==> config.mk <==
export PLATFORM = sky130hd
export DESIGN_NAME = steering_servo_pid_modes
export DESIGN_NICKNAME = d
export VERILOG_FILES = /design/src/rtl/ssp_pkg.sv /design/src/rtl/ssp_div.sv /design/src/rtl/ssp_dp.sv /design/src/rtl/ssp_ctrl.sv /design/src/rtl/steering_servo_pid_modes.sv
export SDC_FILE = /design/constraint.sdc
export NUM_CORES = 2
export LEC_CHECK = 0
export BUFFER_PORTS_ARGS = -buffer_cell sky130_fd_sc_hd__buf_2
export CAP_MARGIN = 20
export CORE_UTILIZATION = 55
export DETAILED_ROUTE_END_ITERATION = 6
export GPL_TIMING_DRIVEN = 0
export HOLD_SLACK_MARGIN = 0.03
export PLACE_DENSITY = 0.68
export RECOVER_POWER = 100
export SLEW_MARGIN = 40
export SYNTH_ARGS = -nofsm -noshare
export SYNTH_HDL_FRONTEND = slang
export SYNTH_SLANG_ARGS = --single-unit
==> constraint.sdc <==
create_clock -name clk -period 20.1 [get_ports clk]
set_input_delay 2.01 -clock clk [delete_from_list [all_inputs] [get_ports clk]]
set_output_delay 2.01 -clock clk [all_outputs]
set_load 0.05 [all_outputs]
==> src/rtl/ssp_pkg.sv <==
package ssp_pkg;

	localparam logic [1:0] MODE_STOP   = 2'd0;
	localparam logic [1:0] MODE_LINE   = 2'd1;
	localparam logic [1:0] MODE_ANGLE  = 2'd2;
	localparam logic [1:0] MODE_MANUAL = 2'd3;

	localparam logic [2:0] CFG_LINE_P  = 3'd0;
	localparam logic [2:0] CFG_LINE_I  = 3'd1;
	localparam logic [2:0] CFG_LINE_D  = 3'd2;
	localparam logic [2:0] CFG_ANGLE_P = 3'd3;
	localparam logic [2:0] CFG_ANGLE_I = 3'd4;
	localparam logic [2:0] CFG_ANGLE_D = 3'd5;

	localparam int GAIN_W = 15;
	localparam int IN_W   = 80;
	localparam int OUT_W  = 32;

	// P gain ramps from kp/2 to kp over this error span
	localparam logic [15:0] LINE_SPAN = 16'd196;

	// x / 196 == ((x >> 2) * LINE_RECIP) >> LINE_RECIP_SH, exact for x below 2^22
	localparam logic [21:0] LINE_RECIP    = 22'd2739138;
	localparam int          LINE_RECIP_SH = 27;

	typedef enum logic [4:0] {
		OP_NONE,
		OP_SET,
		OP_L1,
		OP_L2,
		OP_L3,
		OP_L4,
		OP_L5,
		OP_L_KPE,
		OP_L_ACC,
		OP_A_MUL,
		OP_A_DIV,
		OP_A_TGT,
		OP_A_ERR,
		OP_A_I,
		OP_A_D,
		OP_A_ACC_I,
		OP_A_ACC_D,
		OP_OUT
	} op_t;

	typedef struct packed {
		logic load;
		op_t  op;
	} cmd_t;

	typedef struct packed {
		logic       kind;
		logic [1:0] mode;
		logic       ramp_done;
		logic       div_busy;
	} stat_t;

	function automatic logic signed [15:0] sat16(input logic signed [31:0] v);
		if (v > 32'sd32767)
			return 16'sh7fff;
		else if (v < -32'sd32768)
			return 16'sh8000;
		else
			return v[15:0];
	endfunction

endpackage

==> src/rtl/ssp_div.sv <==
module ssp_div (
	input  logic        clk,
	input  logic        arst_n,
	input  logic        start,
	input  logic [31:0] dividend,
	input  logic [15:0] divisor,
	output logic        busy,
	output logic [31:0] quot
);

	logic        busy_q;
	logic [4:0]  cnt_q;
	logic [15:0] rem_q;
	logic [15:0] dvs_q;
	logic [31:0] quo_q;
	logic [16:0] trial;
	logic [16:0] diff;

	assign trial = {rem_q, quo_q[31]};
	assign diff  = trial - {1'b0, dvs_q};

	always_ff @(posedge clk or negedge arst_n) begin
		if (!arst_n) begin
			busy_q <= 1'b0;
			cnt_q  <= '0;
		end else if (start) begin
			busy_q <= 1'b1;
			cnt_q  <= '0;
		end else if (busy_q) begin
			cnt_q <= cnt_q + 5'd1;
			if (cnt_q == 5'd31)
				busy_q <= 1'b0;
		end
	end

	// restoring division, one quotient bit per cycle
	always_ff @(posedge clk) begin
		if (start) begin
			rem_q <= '0;
			dvs_q <= divisor;
			quo_q <= dividend;
		end else if (busy_q) begin
			if (trial >= {1'b0, dvs_q}) begin
				rem_q <= diff[15:0];
				quo_q <= {quo_q[30:0], 1'b1};
			end else begin
				rem_q <= trial[15:0];
				quo_q <= {quo_q[30:0], 1'b0};
			end
		end
	end

	assign busy = busy_q;
	assign quot = quo_q;

endmodule

==> src/rtl/ssp_dp.sv <==
module ssp_dp (
	input  logic                          clk,
	input  logic                          arst_n,
	input  ssp_pkg::cmd_t                 cmd,
	output ssp_pkg::stat_t                stat,
	input  logic                          cfg_we,
	input  logic [2:0]                    cfg_index,
	input  logic [ssp_pkg::GAIN_W-1:0]    cfg_data,
	input  logic                          kind,
	input  logic [ssp_pkg::IN_W-1:0]      in_data,
	output logic [ssp_pkg::OUT_W-1:0]     out_data
);
	import ssp_pkg::*;

	logic [GAIN_W-1:0] lgp_q, lgi_q, lgd_q, agp_q, agi_q, agd_q;

	logic               kind_q;
	logic signed [10:0] lerr_q;
	logic signed [11:0] steer_q;
	logic [1:0]         mode_in_q;
	logic signed [15:0] sp_q;
	logic [15:0]        rms_q;
	logic signed [15:0] rk_q;

	logic [1:0]         mode_q;
	logic signed [15:0] offset_q;
	logic signed [10:0] li_q;
	logic signed [16:0] prev_le_q;
	logic signed [15:0] goal_q;
	logic [15:0]        ramp_q;
	logic signed [15:0] rkst_q;
	logic [15:0]        elapsed_q;
	logic signed [11:0] start_q;
	logic signed [14:0] ai_q;
	logic signed [11:0] prev_ang_q;
	logic signed [15:0] manual_q;

	logic signed [17:0] err_q;
	logic signed [17:0] diff_q;
	logic [13:0]        half_q;
	logic               big_q;
	logic [14:0]        kq_q;
	logic signed [17:0] ma_q, mb_q;
	logic signed [35:0] prod_q;
	logic signed [31:0] acc_q;
	logic signed [16:0] tgt_q;
	logic               neg_q;
	logic signed [15:0] pwm_q;
	logic signed [15:0] tout_q;

	logic               div_start;
	logic [31:0]        div_dividend;
	logic [15:0]        div_divisor;
	logic               div_busy;
	logic [31:0]        div_quot;

	logic signed [17:0] l_err, l_diff, l_mag, a_err, a_tgt, q_s;
	logic signed [18:0] l_isum, a_isum;
	logic [14:0]        kmh;
	logic [41:0]        kq_prod;
	logic [15:0]        kpe_sum;
	logic [14:0]        kpe;
	logic [35:0]        prod_abs;
	logic               ramp_done;

	function automatic logic signed [31:0] trunc1024(input logic signed [35:0] p);
		logic signed [35:0] t;
		t = (p < 0) ? (p + 36'sd1023) >>> 10 : p >>> 10;
		return t[31:0];
	endfunction

	ssp_div u_div (
		.clk      (clk),
		.arst_n   (arst_n),
		.start    (div_start),
		.dividend (div_dividend),
		.divisor  (div_divisor),
		.busy     (div_busy),
		.quot     (div_quot)
	);

	assign ramp_done = (ramp_q == 16'd0) || (elapsed_q >= ramp_q);

	always_comb begin
		l_err   = 18'(offset_q) - 18'(lerr_q);
		l_diff  = l_err - 18'(prev_le_q);
		l_mag   = (l_err < 0) ? -l_err : l_err;
		l_isum  = 19'(li_q) + 19'(l_err);
		kmh     = lgp_q - {1'b0, lgp_q[14:1]};
		// |err| * (kp - kp/2) / 196, only needed below the span
		kq_prod = {22'd0, prod_q[21:2]} * {20'd0, LINE_RECIP};
		kpe_sum = {2'd0, half_q} + {1'b0, kq_q};
		kpe     = (big_q || kpe_sum > {1'b0, lgp_q}) ? lgp_q : kpe_sum[14:0];
		q_s     = {1'b0, div_quot[16:0]};
		a_tgt   = 18'(start_q) + (neg_q ? -q_s : q_s);
		a_err   = 18'(steer_q) - 18'(tgt_q);
		a_isum  = 19'(ai_q) + 19'(a_err);
		prod_abs = (prod_q < 0) ? 36'(-prod_q) : 36'(prod_q);
	end

	always_comb begin
		div_start    = 1'b0;
		div_dividend = prod_abs[31:0];
		div_divisor  = ramp_q;
		case (cmd.op)
			OP_A_DIV: div_start = 1'b1;
			default: ;
		endcase
	end

	always_ff @(posedge clk or negedge arst_n) begin
		if (!arst_n) begin
			lgp_q <= '0;
			lgi_q <= '0;
			lgd_q <= '0;
			agp_q <= '0;
			agi_q <= '0;
			agd_q <= '0;
		end else if (cfg_we) begin
			unique case (cfg_index)
				CFG_LINE_P:  lgp_q <= cfg_data;
				CFG_LINE_I:  lgi_q <= cfg_data;
				CFG_LINE_D:  lgd_q <= cfg_data;
				CFG_ANGLE_P: agp_q <= cfg_data;
				CFG_ANGLE_I: agi_q <= cfg_data;
				CFG_ANGLE_D: agd_q <= cfg_data;
				default: ;
			endcase
		end
	end

	always_ff @(posedge clk) begin
		if (cmd.load) begin
			kind_q    <= kind;
			lerr_q    <= in_data[10:0];
			steer_q   <= in_data[22:11];
			mode_in_q <= in_data[24:23];
			sp_q      <= in_data[40:25];
			rms_q     <= in_data[56:41];
			rk_q      <= in_data[72:57];
		end
	end

	always_ff @(posedge clk or negedge arst_n) begin
		if (!arst_n) begin
			mode_q     <= MODE_STOP;
			offset_q   <= '0;
			li_q       <= '0;
			prev_le_q  <= '0;
			goal_q     <= '0;
			ramp_q     <= '0;
			rkst_q     <= '0;
			elapsed_q  <= '0;
			start_q    <= '0;
			ai_q       <= '0;
			prev_ang_q <= '0;
			manual_q   <= '0;
		end else begin
			case (cmd.op)
				OP_SET: begin
					mode_q <= mode_in_q;
					if (mode_in_q == MODE_LINE) begin
						if (mode_q != MODE_LINE || sp_q != offset_q) begin
							li_q      <= '0;
							prev_le_q <= 17'(sp_q) - 17'(lerr_q);
						end
						offset_q <= sp_q;
					end else if (mode_in_q == MODE_ANGLE) begin
						if (mode_q != MODE_ANGLE || sp_q != goal_q || rms_q != ramp_q
								|| rk_q != rkst_q) begin
							goal_q     <= sp_q;
							ramp_q     <= rms_q;
							rkst_q     <= rk_q;
							elapsed_q  <= '0;
							start_q    <= steer_q;
							ai_q       <= '0;
							prev_ang_q <= steer_q;
						end
					end else if (mode_in_q == MODE_MANUAL) begin
						manual_q <= sp_q;
					end
				end
				OP_L1: begin
					prev_le_q <= l_err[16:0];
					if (l_isum > 19'sd1023)
						li_q <= 11'sd1023;
					else if (l_isum < -19'sd1024)
						li_q <= -11'sd1024;
					else
						li_q <= l_isum[10:0];
				end
				OP_A_ERR: begin
					if (a_isum > 19'sd8192)
						ai_q <= 15'sd8192;
					else if (a_isum < -19'sd8192)
						ai_q <= -15'sd8192;
					else
						ai_q <= a_isum[14:0];
				end
				OP_A_D: prev_ang_q <= steer_q;
				OP_OUT: begin
					if (elapsed_q != 16'hffff)
						elapsed_q <= elapsed_q + 16'd1;
				end
				default: ;
			endcase
		end
	end

	always_ff @(posedge clk) begin
		prod_q <= 36'(ma_q) * 36'(mb_q);
		case (cmd.op) inside
			OP_L1: begin
				err_q  <= l_err;
				diff_q <= l_diff;
				half_q <= lgp_q[14:1];
				big_q  <= (l_mag >= $signed({2'd0, LINE_SPAN}));
				ma_q   <= l_mag;
				mb_q   <= {3'd0, kmh};
				acc_q  <= '0;
			end
			OP_L2: begin
				ma_q <= {3'd0, lgi_q};
				mb_q <= 18'(li_q);
			end
			OP_L3: begin
				kq_q <= kq_prod[LINE_RECIP_SH +: 15];
				ma_q <= {3'd0, lgd_q};
				mb_q <= diff_q;
			end
			OP_L4, OP_L5, OP_L_ACC: acc_q <= acc_q + trunc1024(prod_q);
			OP_L_KPE: begin
				ma_q <= {3'd0, kpe};
				mb_q <= err_q;
			end
			OP_A_MUL: begin
				ma_q <= 18'(goal_q) - 18'(start_q);
				mb_q <= {2'd0, elapsed_q};
			end
			OP_A_DIV: neg_q <= (prod_q < 0);
			OP_A_TGT: tgt_q <= ramp_done ? 17'(goal_q) : a_tgt[16:0];
			OP_A_ERR: begin
				err_q <= a_err;
				ma_q  <= {3'd0, agp_q};
				mb_q  <= a_err;
				acc_q <= '0;
			end
			OP_A_I: begin
				ma_q <= {3'd0, agi_q};
				mb_q <= 18'(ai_q);
			end
			OP_A_D: begin
				acc_q <= acc_q + 32'(prod_q >>> 5);
				ma_q  <= {3'd0, agd_q};
				mb_q  <= 18'(steer_q) - 18'(prev_ang_q);
			end
			OP_A_ACC_I: acc_q <= acc_q + 32'(prod_q >>> 12);
			OP_A_ACC_D: acc_q <= acc_q + 32'(prod_q >>> 8);
			OP_OUT: begin
				case (mode_q) inside
					MODE_LINE, MODE_ANGLE: pwm_q <= sat16(acc_q);
					MODE_MANUAL:           pwm_q <= manual_q;
					default:               pwm_q <= '0;
				endcase
				tout_q <= (mode_q == MODE_ANGLE) ? sat16(32'(tgt_q)) : 16'sd0;
			end
			default: ;
		endcase
	end

	assign stat.kind      = kind_q;
	assign stat.mode      = mode_q;
	assign stat.ramp_done = ramp_done;
	assign stat.div_busy  = div_busy;
	assign out_data       = {tout_q, pwm_q};

endmodule

==> src/rtl/ssp_ctrl.sv <==
module ssp_ctrl (
	input  logic           clk,
	input  logic           arst_n,
	input  logic           s_tvalid,
	output logic           s_tready,
	output logic           m_tvalid,
	input  logic           m_tready,
	output ssp_pkg::cmd_t  cmd,
	input  ssp_pkg::stat_t stat
);
	import ssp_pkg::*;

	typedef enum logic [4:0] {
		S_IDLE, S_DISP, S_SET,
		S_L1, S_L2, S_L3, S_L4, S_L5, S_LW, S_L7, S_L8,
		S_A1, S_A2, S_A3, S_AW, S_A5, S_A6, S_A7, S_A8, S_A9,
		S_OUT
	} state_t;

	state_t state_q;
	logic   ready_q;
	logic   mvalid_q;
	logic   slot_free;

	assign slot_free = !mvalid_q || m_tready;

	always_comb begin
		cmd.load = s_tvalid && ready_q;
		unique case (state_q)
			S_SET:  cmd.op = OP_SET;
			S_L1:   cmd.op = OP_L1;
			S_L2:   cmd.op = OP_L2;
			S_L3:   cmd.op = OP_L3;
			S_L4:   cmd.op = OP_L4;
			S_L5:   cmd.op = OP_L5;
			S_LW:   cmd.op = stat.div_busy ? OP_NONE : OP_L_KPE;
			S_L8:   cmd.op = OP_L_ACC;
			S_A1:   cmd.op = OP_A_MUL;
			S_A3:   cmd.op = OP_A_DIV;
			S_AW:   cmd.op = stat.div_busy ? OP_NONE : OP_A_TGT;
			S_A5:   cmd.op = OP_A_ERR;
			S_A6:   cmd.op = OP_A_I;
			S_A7:   cmd.op = OP_A_D;
			S_A8:   cmd.op = OP_A_ACC_I;
			S_A9:   cmd.op = OP_A_ACC_D;
			S_OUT:  cmd.op = slot_free ? OP_OUT : OP_NONE;
			default: cmd.op = OP_NONE;
		endcase
	end

	always_ff @(posedge clk or negedge arst_n) begin
		if (!arst_n) begin
			state_q  <= S_IDLE;
			ready_q  <= 1'b1;
			mvalid_q <= 1'b0;
		end else begin
			if (cmd.op == OP_OUT)
				mvalid_q <= 1'b1;
			else if (m_tready)
				mvalid_q <= 1'b0;
			unique case (state_q)
				S_IDLE: if (cmd.load) begin
					ready_q <= 1'b0;
					state_q <= S_DISP;
				end
				S_DISP: begin
					if (stat.kind)
						state_q <= S_SET;
					else if (stat.mode == MODE_LINE)
						state_q <= S_L1;
					else if (stat.mode == MODE_ANGLE)
						state_q <= stat.ramp_done ? S_AW : S_A1;
					else
						state_q <= S_OUT;
				end
				S_SET: begin
					ready_q <= 1'b1;
					state_q <= S_IDLE;
				end
				S_L1: state_q <= S_L2;
				S_L2: state_q <= S_L3;
				S_L3: state_q <= S_L4;
				S_L4: state_q <= S_L5;
				S_L5: state_q <= S_LW;
				S_LW: if (!stat.div_busy) state_q <= S_L7;
				S_L7: state_q <= S_L8;
				S_L8: state_q <= S_OUT;
				S_A1: state_q <= S_A2;
				S_A2: state_q <= S_A3;
				S_A3: state_q <= S_AW;
				S_AW: if (!stat.div_busy) state_q <= S_A5;
				S_A5: state_q <= S_A6;
				S_A6: state_q <= S_A7;
				S_A7: state_q <= S_A8;
				S_A8: state_q <= S_A9;
				S_A9: state_q <= S_OUT;
				S_OUT: if (slot_free) begin
					ready_q <= 1'b1;
					state_q <= S_IDLE;
				end
				default: state_q <= S_IDLE;
			endcase
		end
	end

	assign s_tready = ready_q;
	assign m_tvalid = mvalid_q;

	a_ready_idle: assert property (@(posedge clk) disable iff (!arst_n)
		ready_q |-> state_q == S_IDLE)
		else $error("ready outside idle");
	a_out_free: assert property (@(posedge clk) disable iff (!arst_n)
		cmd.op == OP_OUT |-> slot_free)
		else $error("result overwrites waiting beat");
	a_out_hold: assert property (@(posedge clk) disable iff (!arst_n)
		mvalid_q && !m_tready |=> mvalid_q)
		else $error("stalled result dropped");
	a_div_wait: assert property (@(posedge clk) disable iff (!arst_n)
		state_q == S_LW && !stat.div_busy |=> state_q == S_L7)
		else $error("line step left divide wait wrongly");

endmodule

==> src/rtl/steering_servo_pid_modes.sv <==
// Steering servo PID controller with stop, line trace, angle ramp and manual modes.
// Input stream: s_tuser is the kind (0 = 1 ms control tick, 1 = set mode);
// s_tdata carries the sensor values and mode parameters. A set-mode beat gives
// no result; every tick beat gives one output beat with pwm and target_angle.
// One item is handled at a time: s_tready is high only while idle.
// An angle tick skips the ramp divide once the ramp has ended; while the ramp
// runs, it waits on the 32-step divider that computes the ramp target.
// A tick's result beat and s_tready rise together.
// One 18x18 multiplier is shared by all terms; the line P gain scale uses a
// constant reciprocal multiply.
// The result sits in an output register; if m_tready is low the next item is
// still accepted and worked on, and it waits before its result stage until the
// held beat is taken. The user must write cfg_* gains while idle (unchecked).
// Reset clears gains, mode (stop), integrators, histories and the ramp timer.
module steering_servo_pid_modes (
	input  logic                       clk,
	input  logic                       arst_n,
	input  logic                       s_tvalid,
	output logic                       s_tready,
	// [10:0] line_dev, [22:11] steer_pos, [24:23] mode, [40:25] setpoint,
	// [56:41] ramp_ms, [72:57] ramp_coef, [79:73] zero
	input  logic [ssp_pkg::IN_W-1:0]   s_tdata,
	// [0] kind
	input  logic                       s_tuser,
	output logic                       m_tvalid,
	input  logic                       m_tready,
	// [15:0] pwm, [31:16] target_angle
	output logic [ssp_pkg::OUT_W-1:0]  m_tdata,
	input  logic                       cfg_we,
	input  logic [2:0]                 cfg_index,
	input  logic [ssp_pkg::GAIN_W-1:0] cfg_data
);
	import ssp_pkg::*;

	cmd_t  cmd;
	stat_t stat;

	ssp_ctrl u_ctrl (
		.clk      (clk),
		.arst_n   (arst_n),
		.s_tvalid (s_tvalid),
		.s_tready (s_tready),
		.m_tvalid (m_tvalid),
		.m_tready (m_tready),
		.cmd      (cmd),
		.stat     (stat)
	);

	ssp_dp u_dp (
		.clk       (clk),
		.arst_n    (arst_n),
		.cmd       (cmd),
		.stat      (stat),
		.cfg_we    (cfg_we),
		.cfg_index (cfg_index),
		.cfg_data  (cfg_data),
		.kind      (s_tuser),
		.in_data   (s_tdata),
		.out_data  (m_tdata)
	);

endmodule
==> run_results.csv <==
group,metric,value,unit
timing,rsz0062_at_grt,"no",
logic_synthesis,syn-cell-area,58960,µm²
clock_tree,post_cts.repair.setup_buffers,0,
min_path,hp-start,"u_dp.lgp_q[14]",
clock_tree,insertion_delay,700,ps
layout,final_cell_mix,"inv_1 (790), ha_1 (601), nand2_1 (554)",
global_route,antenna_found_initial,9,
place,place_congestion,0.9914,
setup_path,worstRegToRegCells,22,
route,drc_errors,1,
setup_path,rr_startpoint,"u_ctrl.state_q[2]",
logic_synthesis,async_reset_ff_frac,0.4281,
outcome,status,"finished, violations left",
min_path,whs_endpoint,"u_dp.half_q[13]",
global_route,grt_util_met1,0.4683,
logic_synthesis,synth_nets,7352,
layout,area_delta_synth_final,8.491,%
clock_tree,root_buffer,"clkbuf_16",
clock_tree,cts_tree,"yes",
timing,setup_violations,0,
global_route,grt_pass1_vias,46595,
route,wirelength,189000,µm
setup_path,r2r_setup_slack,11200,ps
setup_path,crit_buf_inv,5,
min_path,min_path_type,"reg2reg",
timing,fin_crit,9649,ps
clock_tree,cts_buffer_depth,3,
global_route,grt_pass1_wl,284200,µm
setup_path,cp_data_required_time,20630,ps
die,coreArea,105700,µm²
logic_synthesis,synth_top_cell_area_share,0.1603,
route,postRouteAntennaNets,0,
die,start_util,0.5577,
timing,finalCritPeriodShare,0.4800,
logic_synthesis,ys_top_cells_by_area,"fa_1 (16%), edfxtp_1 (14%), ha_1 (13%)",
setup_path,max_stage_delay,1740,ps
setup_path,worstSetupEndpointType,"register",
logic_synthesis,syn_area_per_cell,9.548,µm²
setup_path,crit_chain,"buf_2, nand2b_1, nand2_1, clkinvlp_2, nor2_1, o221a_2, clkbuf_1, clkbuf_1, a21oi_1, o21ai_0, inv_1, fa_1, nor2b_1, o31a_1, o221ai_1, o21ai_0, a31oi_1, o21a_1, o21bai_1, xor2_1, a221oi_1, nor2_1",
logic_synthesis,ys_ff_latch,626,
setup_path,timing.rr.end,"u_dp.acc_q[24]",
layout,drive_gt1_frac,0.06875,
timing,drv_slew,357,
timing,tns,0,ps
logic_synthesis,yosys.area.top_type,"fa_1",
outcome,violations,"DRC, capacitance limit, slew limit",
clock_tree,ctsResizeCount,0,
timing,fin_skew,57.77,ps
min_path,hold_depth,0,
layout,layout_commonest_cell,"inv_1",
timing,worst_slew_pin_slew,3989,ps
clock_tree,cts_buffers,75,
place,place_hpwl,152700,µm
global_route,grt_busiest_layer,"met2",
route,drt-pass1-iter-count,7,
die,dieWidth,329.4,µm
clock_tree,h-tree-depth,3,
die,die_area,108500,µm²
logic_synthesis,synth_top_flop_cell,"edfxtp_1",
logic_synthesis,synth_edf_count,271,
layout,nNetsFinal,7573,
place,io_buffers,130,
setup_path,slowest_stage,"clkinvlp_2",
global_route,groute.usage.overall,0.3499,
route,num_vias,47454,
logic_synthesis,yosysSeqAreaShare,0.2813,
timing,fmax,0.1036,GHz
job,max-cap-violations,8,
die,rows,119,
setup_path,cp.arrival,10180,ps
setup_path,cp_top_family,"compound AO/OA/AOI/OAI gates",
clock_tree,clkSlewWorstSetupHoldPaths,60,ps
timing,relSlewSlack,-1.660,
route,via_per_inst,6.044,
clock_tree,clock-sinks,626,
global_route,grt_overflow,0,
global_route,grt_max_degree,73,
logic_synthesis,yosysWarningCount,0,
clock_tree,cts_hold_buf,0,
timing,hold_violations,0,
global_route,grtUsageMet3,0.04727,
route,drt_iter0_drc,4031,
logic_synthesis,synth_cell_type_count,94,
global_route,grt.met2_usage,0.5581,
die,num_io_pins,138,
setup_path,crit_path_max_fanout,37,
setup_path,cp-start-kind,"primary input",
setup_path,path_class,"in2reg",
route,post_drt_wl_per_cell,24.07,µm
die,die_h,329.4,µm
logic_synthesis,syn_inst,6175,
==> Yosys cell counts, drive strengths merged, types with 179 or more instances <==
| library cell | count |
|---|---|
| xnor2 | 282 |
| a21oi | 292 |
| nor2 | 343 |
| and2 | 192 |
| fa | 472 |
| nand2 | 554 |
| inv | 793 |
| dfrtp | 267 |
| ha | 601 |
| clkbuf | 179 |
| edfxtp | 271 |
| o21ai | 372 |
==> state kept, by name, summed over array words and instances, names as in the netlist, 16 cells and up <==
register and count:
u_dp.div_divisor 16, u_dp.goal_q 16, u_dp.u_div.dvs_q 16, u_dp.u_div.rem_q 16, u_dp.pwm_q 16, u_dp.mb_q 18, u_dp.rkst_q 16, u_dp.offset_q 16
u_dp.err_q 18, u_dp.elapsed_q 16, u_dp.acc_q 32, u_dp.u_div.quot 32, u_dp.prev_le_q 17, u_dp.prod_q 36, u_dp.tgt_q 17, u_dp.ma_q 18
u_dp.sp_q 16, u_dp.tout_q 16, u_dp.rk_q 16, u_dp.rms_q 16, u_dp.diff_q 18, u_dp.manual_q 16
==> metal layers <==
layer / share of wire / vias to the layer above
li1: - / 21637
met1: 0.41 / 23362
met2: 0.45 / 1952
met3: 0.075 / 493
met4: 0.060 / 10
met5: 0.00043 / -
==> cells by family after synthesis <==
| group | after synthesis | share of synthesized area |
|---|---|---|
| DFF | 626 | 0.2813 |
| muxes | 209 | 0.03901 |
| adders and majority gates | 1087 | 0.2902 |
| buffers and inverters | 999 | 0.06371 |
| xor gates and xnor gates | 388 | 0.05808 |
| AOI/OAI and AO/OA | 1252 | 0.1362 |
| and+or+nand+nor | 1614 | 0.1315 |
==> worst max-delay path by stage <==
stage | start | to | slack [ps] | cells past startpoint
finish | m_tready | u_dp.acc_q[24] | 10450 | 22
global route | m_tready | u_dp.acc_q[24] | 10020 | 22
CTS | u_dp.mb_q[13] | u_dp.prod_q[35] | 11970 | 23
detailed placement | u_dp.mb_q[13] | u_dp.prod_q[35] | 12000 | 23
global placement | u_dp.mb_q[12] | u_dp.prod_q[35] | 11620 | 23
floorplan | u_dp.ma_q[17] | u_dp.prod_q[34] | 13480 | 25
==> worst reg2reg max path, delay by kind of cell, from the launching register on <==
| family | cells | cell delay (ps) |
|---|---|---|
| DFF | 1 | 370 |
| xor gates and xnor gates | 1 | 100 |
| buffers and inverters | 4 | 2950 |
| and+or+nand+nor | 6 | 1800 |
| AOI/OAI and AO/OA | 10 | 3050 |
| adders and majority gates | 1 | 470 |
==> area by class of cell <==
| class | instances | area (µm²) |
|---|---|---|
| Sequential cell | 626 | 16590 |
| Timing Repair Buffer | 144 | 659.4 |
| Fill cell | 9226 | 41750 |
| Inverter | 795 | 2987 |
| Clock buffer | 100 | 2011 |
| Buffer | 204 | 770.7 |
| Antenna cell | 3 | 7.507 |
| Multi-Input combinational cell | 4550 | 38650 |
| Tap cell | 1391 | 1740 |
| Clock inverter | 39 | 548.0 |
==> metrics by stage <==
| stage | setup WS, ps | util | std cells | hold slack [ps] | instance area (µm²) |
|---|---|---|---|---|---|
| 6_report | 10450 | 0.6051 | 7852 | 445.5 | 63970 |
| 5_1_grt | 10020 | 0.6050 | 7850 | 465.9 | 63960 |
| 4_1_cts | 11970 | 0.6082 | 7849 | 449.3 | 64300 |
| 3_5_place_dp | 12000 | 0.5840 | 7710 | 436.5 | 61740 |
| 3_3_place_gp | 11620 | 0.5803 | 7696 | 429.2 | 61350 |
| 2_1_floorplan | 13480 | - | 6175 | 424.9 | 58960 |
Power is not shown: default switching activity piles up to over one toggle a cycle in this logic, so the estimate is an artifact.
